[src/rtl/core/mwac_pkg.sv]
// Shared widths, reset values and register codes of the window average calibrator.
package mwac_pkg;

	localparam int SAMPLE_W     = 12;
	localparam int SUM_W        = 20;
	localparam int GAIN_W       = 32;
	localparam int OFS_W        = 16;
	localparam int READING_W    = 16;
	localparam int CHAN_W       = 3;
	localparam int CFG_IDX_W    = 2;
	localparam int CFG_DATA_W   = 32;
	localparam int NUM_FIELDS   = 8;
	localparam int PH_CHANNELS  = 4;
	localparam int SCALE_SHIFT  = 24;
	localparam int WINDOW_DEF   = 100;
	localparam int CHANNELS_DEF = 8;

	localparam logic signed [GAIN_W-1:0] PH_GAIN_RST    = -32'sd195722;
	localparam logic signed [OFS_W-1:0]  PH_OFS_RST     = 16'sd3970;
	localparam logic signed [GAIN_W-1:0] MOIST_GAIN_RST = 32'sd1048833;
	localparam logic signed [OFS_W-1:0]  MOIST_OFS_RST  = 16'sd0;

	typedef enum logic [CFG_IDX_W-1:0] {
		CFG_PH_GAIN      = 2'd0,
		CFG_PH_OFFSET    = 2'd1,
		CFG_MOIST_GAIN   = 2'd2,
		CFG_MOIST_OFFSET = 2'd3
	} cfg_reg_t;

	typedef enum logic {
		MODE_STORE  = 1'b0,
		MODE_REPORT = 1'b1
	} mode_t;

endpackage

[src/rtl/core/mwac_if.sv]


interface mwac_out_if;
	import mwac_pkg::*;
	logic                        valid;
	logic                        ready;
	logic [CHAN_W-1:0]           channel;
	logic signed [READING_W-1:0] reading;
	logic                        last;

	modport source (output valid, channel, reading, last, input ready);
	modport sink (input valid, channel, reading, last, output ready);
endinterface


[src/rtl/core/mwac_merge.sv]
// Report serializer: one shared multiplier scales each window sum, then offset and clamp.
module mwac_merge #(
	parameter int CHANNELS = mwac_pkg::CHANNELS_DEF
) (
	input  logic                              clk,
	input  logic                              arst_n,
	input  logic                              load,
	input  logic [mwac_pkg::SUM_W-1:0]        sums [CHANNELS],
	input  logic signed [mwac_pkg::GAIN_W-1:0] ph_gain,
	input  logic signed [mwac_pkg::OFS_W-1:0]  ph_offset,
	input  logic signed [mwac_pkg::GAIN_W-1:0] moist_gain,
	input  logic signed [mwac_pkg::OFS_W-1:0]  moist_offset,
	output logic                              can_load,
	mwac_out_if.source                        out_item
);
	import mwac_pkg::*;

	localparam int CW     = $clog2(CHANNELS);
	localparam int PROD_W = SUM_W + 1 + GAIN_W;
	localparam int Q_W    = PROD_W - SCALE_SHIFT;
	localparam int R_W    = Q_W + 1;
	localparam logic signed [R_W-1:0] R_MAX = R_W'(32767);
	localparam logic signed [R_W-1:0] R_MIN = -R_W'(32768);

	logic [SUM_W-1:0]           sum_buf_q [CHANNELS];
	logic [CW-1:0]              cnt_q;
	logic                       busy_q;
	logic                       p_vld_s2;
	logic signed [PROD_W-1:0]   prod_s2;
	logic [CHAN_W-1:0]          chan_s2;
	logic                       last_s2;
	logic                       o_vld_q;
	logic [CHAN_W-1:0]          o_chan_q;
	logic signed [READING_W-1:0] o_read_q;
	logic                       o_last_q;

	logic                       o_adv;
	logic                       p_adv;
	logic                       iss;
	logic                       iss_last;
	logic [CHAN_W-1:0]          chan_sel;
	logic signed [GAIN_W-1:0]   gain_sel;
	logic signed [SUM_W:0]      sum_sx;
	logic signed [PROD_W-1:0]   prod_nx;
	logic signed [OFS_W-1:0]    ofs_sel;
	logic signed [Q_W-1:0]      q_s2;
	logic signed [R_W-1:0]      r_s2;
	logic signed [READING_W-1:0] read_nx;

	assign o_adv    = !o_vld_q || out_item.ready;
	assign p_adv    = !p_vld_s2 || o_adv;
	assign iss      = busy_q && p_adv;
	assign iss_last = iss && (cnt_q == CW'(CHANNELS - 1));
	assign can_load = !busy_q || iss_last;

	assign chan_sel = CHAN_W'(cnt_q);
	assign gain_sel = (chan_sel < CHAN_W'(PH_CHANNELS)) ? ph_gain : moist_gain;
	assign sum_sx   = signed'({1'b0, sum_buf_q[cnt_q]});
	assign prod_nx  = PROD_W'(sum_sx) * PROD_W'(gain_sel);

	// The arithmetic shift rounds toward minus infinity.
	assign ofs_sel = (chan_s2 < CHAN_W'(PH_CHANNELS)) ? ph_offset : moist_offset;
	assign q_s2    = prod_s2[PROD_W-1:SCALE_SHIFT];
	assign r_s2    = R_W'(q_s2) + R_W'(ofs_sel);

	always_comb begin
		if (r_s2 > R_MAX) begin
			read_nx = READING_W'(R_MAX);
		end else if (r_s2 < R_MIN) begin
			read_nx = READING_W'(R_MIN);
		end else begin
			read_nx = READING_W'(r_s2);
		end
	end

	always_ff @(posedge clk or negedge arst_n) begin
		if (!arst_n) begin
			busy_q   <= 1'b0;
			cnt_q    <= '0;
			p_vld_s2 <= 1'b0;
			o_vld_q  <= 1'b0;
		end else begin
			if (load) begin
				busy_q <= 1'b1;
				cnt_q  <= '0;
			end else if (iss) begin
				if (iss_last) begin
					busy_q <= 1'b0;
				end
				cnt_q <= cnt_q + 1'b1;
			end
			if (p_adv) begin
				p_vld_s2 <= iss;
			end
			if (o_adv) begin
				o_vld_q <= p_vld_s2;
			end
		end
	end

	always_ff @(posedge clk) begin
		if (load) begin
			sum_buf_q <= sums;
		end
		if (iss) begin
			prod_s2 <= prod_nx;
			chan_s2 <= chan_sel;
			last_s2 <= iss_last;
		end
		if (o_adv && p_vld_s2) begin
			o_chan_q <= chan_s2;
			o_read_q <= read_nx;
			o_last_q <= last_s2;
		end
	end

	assign out_item.valid   = o_vld_q;
	assign out_item.channel = o_chan_q;
	assign out_item.reading = o_read_q;
	assign out_item.last    = o_last_q;

endmodule

[src/flat_wrapper.sv]
// flat-port wrapper written by rule: the top's interface ports become plain ports
module mwac_merge_flat import mwac_pkg::*;
#(
	parameter int CHANNELS = mwac_pkg::CHANNELS_DEF
)
  (clk, arst_n, load, sums, ph_gain, ph_offset, moist_gain, moist_offset, can_load, out_item_valid, out_item_channel, out_item_reading, out_item_last, out_item_ready);
  mwac_out_if out_item_i ();
  input  logic clk;
  input  logic arst_n;
  input  logic load;
  input  logic [mwac_pkg::SUM_W-1:0] sums[CHANNELS];
  input  logic signed [mwac_pkg::GAIN_W-1:0] ph_gain;
  input  logic signed [mwac_pkg::OFS_W-1:0] ph_offset;
  input  logic signed [mwac_pkg::GAIN_W-1:0] moist_gain;
  input  logic signed [mwac_pkg::OFS_W-1:0] moist_offset;
  output logic can_load;
  output wire logic [$bits(out_item_i.valid)-1:0] out_item_valid;
  output wire logic [$bits(out_item_i.channel)-1:0] out_item_channel;
  output wire logic [$bits(out_item_i.reading)-1:0] out_item_reading;
  output wire logic [$bits(out_item_i.last)-1:0] out_item_last;
  input wire logic [$bits(out_item_i.ready)-1:0] out_item_ready;
  assign out_item_valid = out_item_i.valid;
  assign out_item_channel = out_item_i.channel;
  assign out_item_reading = out_item_i.reading;
  assign out_item_last = out_item_i.last;
  assign out_item_i.ready = out_item_ready;
  mwac_merge #(.CHANNELS(CHANNELS)) u_core (.clk(clk), .arst_n(arst_n), .load(load), .sums(sums), .ph_gain(ph_gain), .ph_offset(ph_offset), .moist_gain(moist_gain), .moist_offset(moist_offset), .can_load(can_load), .out_item(out_item_i));
endmodule
[config.mk]
export PLATFORM = sky130hd
export DESIGN_NAME = mwac_merge_flat
export DESIGN_NICKNAME = d
export VERILOG_FILES = /design/src/rtl/core/mwac_pkg.sv /design/src/rtl/core/mwac_if.sv /design/src/rtl/core/mwac_merge.sv /design/src/flat_wrapper.sv
export SDC_FILE = /design/constraint.sdc
export NUM_CORES = 2
export LEC_CHECK = 0
export ABC_AREA = 1
export BUFFER_PORTS_ARGS = -buffer_cell sky130_fd_sc_hd__buf_2
export CAP_MARGIN = 25
export CORE_MARGIN = 2
export CORE_UTILIZATION = 60
export DETAILED_ROUTE_END_ITERATION = 16
export GPL_TIMING_DRIVEN = 0
export PLACE_DENSITY = 0.8
export SYNTH_ARGS = -nofsm -noshare
export SYNTH_HDL_FRONTEND = slang
export SYNTH_SLANG_ARGS = --single-unit
[constraint.sdc]
create_clock -name clk -period 18.1 [get_ports clk]
set_clock_uncertainty 0.1 [all_clocks]
set_input_delay 1.81 -clock clk [delete_from_list [all_inputs] [get_ports clk]]
set_output_delay 1.81 -clock clk [all_outputs]
set_load 0.03 [all_outputs]
==> key figures <==
Critical path
  • WS Path Type: reg2reg
  • CP max stage cell: dfrtp_1
  • Setup crit start kind: flop
  • WP buf/inv: 9
  • Worst Path Required: around 18000 ps
  • CP Max Fanout: 12
  • Most used cell, CP: fa_1
  • RR Startpoint: u_core.chan_sel[2]
  • Nature of the critical path endpoint: flop
  • Worst flop-to-flop path endpoint: u_core.prod_s2[52]
  • Worst Setup EP: u_core.prod_s2[52]
  • CP max stage delay: ~660 ps
  • Crit-path leading delay family: adder cells
  • R2R Setup Slk: 8490 ps
  • Critical path depth in cells: 25
  • Worst Reg2Reg Path Length in Cells: 25
  • Worst Setup SP: u_core.chan_sel[2]
  • CP arrival: about 9900 ps

Synthesis
  • Top FF cell, synth: edfxtp_1
  • Ys Warns: 0
  • Synth async-reset ratio: approximately 2.7%
  • Share of the yosys chip area belonging to registers: 19.97%
  • Post-synthesis cell type count: 48
  • Post-Syn Nets: 4753
  • Cell Area, Synth: around 33000 µm²
  • Synth Area per Inst: 8.873 µm²
  • Post-synth EDFFs: 213
  • Cell count after synthesis: ~3700
  • Synthesized flop and latch total: 219

Floorplan
  • IO Pins: 282
  • Die area: 56530 µm²
  • Initial Utilization: between 60 and 70%
  • Die Wd: 237.8 µm
  • Rows: between 80 and 90
  • Chip height: between 200 and 250 µm
  • Core box area: 53920 µm²

Clock tree
  • Reg clk slew, reported paths: about 80 ps
  • Clock Sinks: between 200 and 250
  • H-tree levels: 1
  • CTS root buffer: clkbuf_16
  • CTS tree: yes
  • Largest buffer count on any clock path: 3
  • Setup bufs post-CTS: 0
  • Number of hold buffers added after CTS: 0
  • Clk_lat worst skew: roughly 600 ps
  • Num CTS Buffers: 25
  • CTS resizes: 0

Final layout
  • Share of layout cells above drive strength 1: approximately 11%
  • Final Non-Filler Cells: roughly 4700
  • Syn-to-layout area delta: 9.934%
  • Layout Utilization: approximately 67%
  • Final net count: about 5000

STA
  • Min Tclk post-route: a little under 10000 ps
  • Worst Hold Slack: between 300 and 400 ps
  • Least-Margin Pin Slew: around 1200 ps
  • TNS Setup: 0 ps
  • Period utilization: 53.11%
  • Count of pins over their slew limit: 0
  • Worst slew margin: between 10% and 20%
  • Peak Freq: 104.0 MHz
  • Fin. Hold Viols: 0
  • Setup Viol. Count Final: 0
  • RSZ-0062 raised after global routing: no

Global routing
  • GRT Total Usage: approximately 38%
  • First-pass GRT wire length: 158.7 mm
  • Vias in the first global route: between 20000 and 30000
  • GR Overflow Total: 0
  • Antenna violations before repair: 11
  • Largest net degree at the start of global routing: around 110

Route
  • DRC viols: 0
  • Drt total wl: roughly 100 mm
  • Average wire per standard cell: 21.84 µm
  • Initial drt markers: about 3000
  • Antenna viol nets, final: 0
  • Vias: roughly 28000
  • TritonRoute pass-1 iters: 6
  • Via density: roughly 5.8

Run status
  • Status: completed

Placement
  • DP HPWL: roughly 86 mm
  • Port-buffer cells: roughly 280
  • DP Cell Count: approximately 4700
  • GPL Wtd Cong: 1.054

Worst hold path
  • Path type of the worst min-delay path: reg2reg

Job
  • MaxCap Viol Count: 0
==> per-stage QoR <==
step | setup slack (ps) | area [µm²]
3_5_place_dp | 8218 | 35160
4_1_cts | 8740 | 35970
3_3_place_gp | 8294 | 35060
6_report | 8486 | 36040
2_1_floorplan | 9639 | 32780
5_1_grt | 8114 | 36020
==> layout by cell type, fill, tap and decap left out, drive strengths merged, types with 7 or more instances in the layout <==
cell and count:
inv 775, nor2 652, fa 635, nand2 589, buf 336, edfxtp 213
o21ai 164, ha 163, a21oi 109, clkbuf 108, nand3 58, xor2 36
o221ai 33, or2 25, nor3 19, clkinv 18, mux2 16, diode 14
xnor2 12, nor4 9, a21o 9, nand3b 8, o21a 7
==> sequential cells by signal, indices dropped and copies added (netlist names) <==
| register | cells |
|---|---|
| u_core.sum_buf_q | 160 |
| u_core.chan_s2 | 3 |
| u_core.chan_sel | 3 |
| u_core.out_item.last | 1 |
| u_core.last_s2 | 1 |
| u_core.out_item.channel | 3 |
| u_core.busy_q | 1 |
| u_core.out_item.reading | 16 |
| u_core.prod_s2 | 29 |
| u_core.out_item.valid | 1 |
| u_core.p_vld_s2 | 1 |
==> cell usage after synthesis (36+ instances only) <==
library cell / instances / area, µm²
inv_1: 770 / 2890
nor2_1: 645 / 2421
fa_1: 635 / 12710
nand2_1: 571 / 2143
edfxtp_1: 213 / 6396
ha_1: 163 / 2039
o21ai_0: 140 / 700.7
a21oi_1: 107 / 535.5
clkbuf_1: 76 / 285.3
nand3_1: 55 / 275.3
buf_2: 37 / 185.2
xor2_1: 36 / 315.3
==> final cells by class <==
class,count,area (µm²)
Multi-Input combinational cell,2573,22760
Fill cell,4403,17880
Sequential cell,219,6546
Inverter,782,2938
Timing Repair Buffer,294,1540
Tap cell,696,870.8
Clock buffer,29,640.6
Buffer,121,543.0
Clock inverter,14,166.4
Antenna cell,14,35.03
==> cells by family after synthesis <==
| logic type | synth area share (%) |
|---|---|
| simple gates | 16.61 |
| buf+inv | 10.62 |
| fa+ha+maj | 45.00 |
| compound gates | 5.973 |
| flops | 19.97 |
| xor+xnor | 1.282 |
| mux | 0.5496 |
==> per-layer routing <==
layer	global-route usage [%]	wire length, µm
met5	0	18
met4	18.91	6368
met3	9.581	12900
met2	59.69	46390
met1	48.99	37880
==> worst min path at each step <==
stage / startpoint / cells past startpoint / end
2_1_floorplan: u_core.chan_s2[0] / 0 / u_core.out_item.channel[0]
3_3_place_gp: u_core.last_s2 / 0 / u_core.out_item.last
3_5_place_dp: u_core.chan_s2[0] / 0 / u_core.out_item.channel[0]
4_1_cts: u_core.last_s2 / 0 / u_core.out_item.last
5_1_grt: u_core.last_s2 / 0 / u_core.out_item.last
6_report: u_core.last_s2 / 0 / u_core.out_item.last
Power is left out: the tool's default activity adds up to more than one toggle a clock period on the data nets, which glitch-free logic cannot reach.
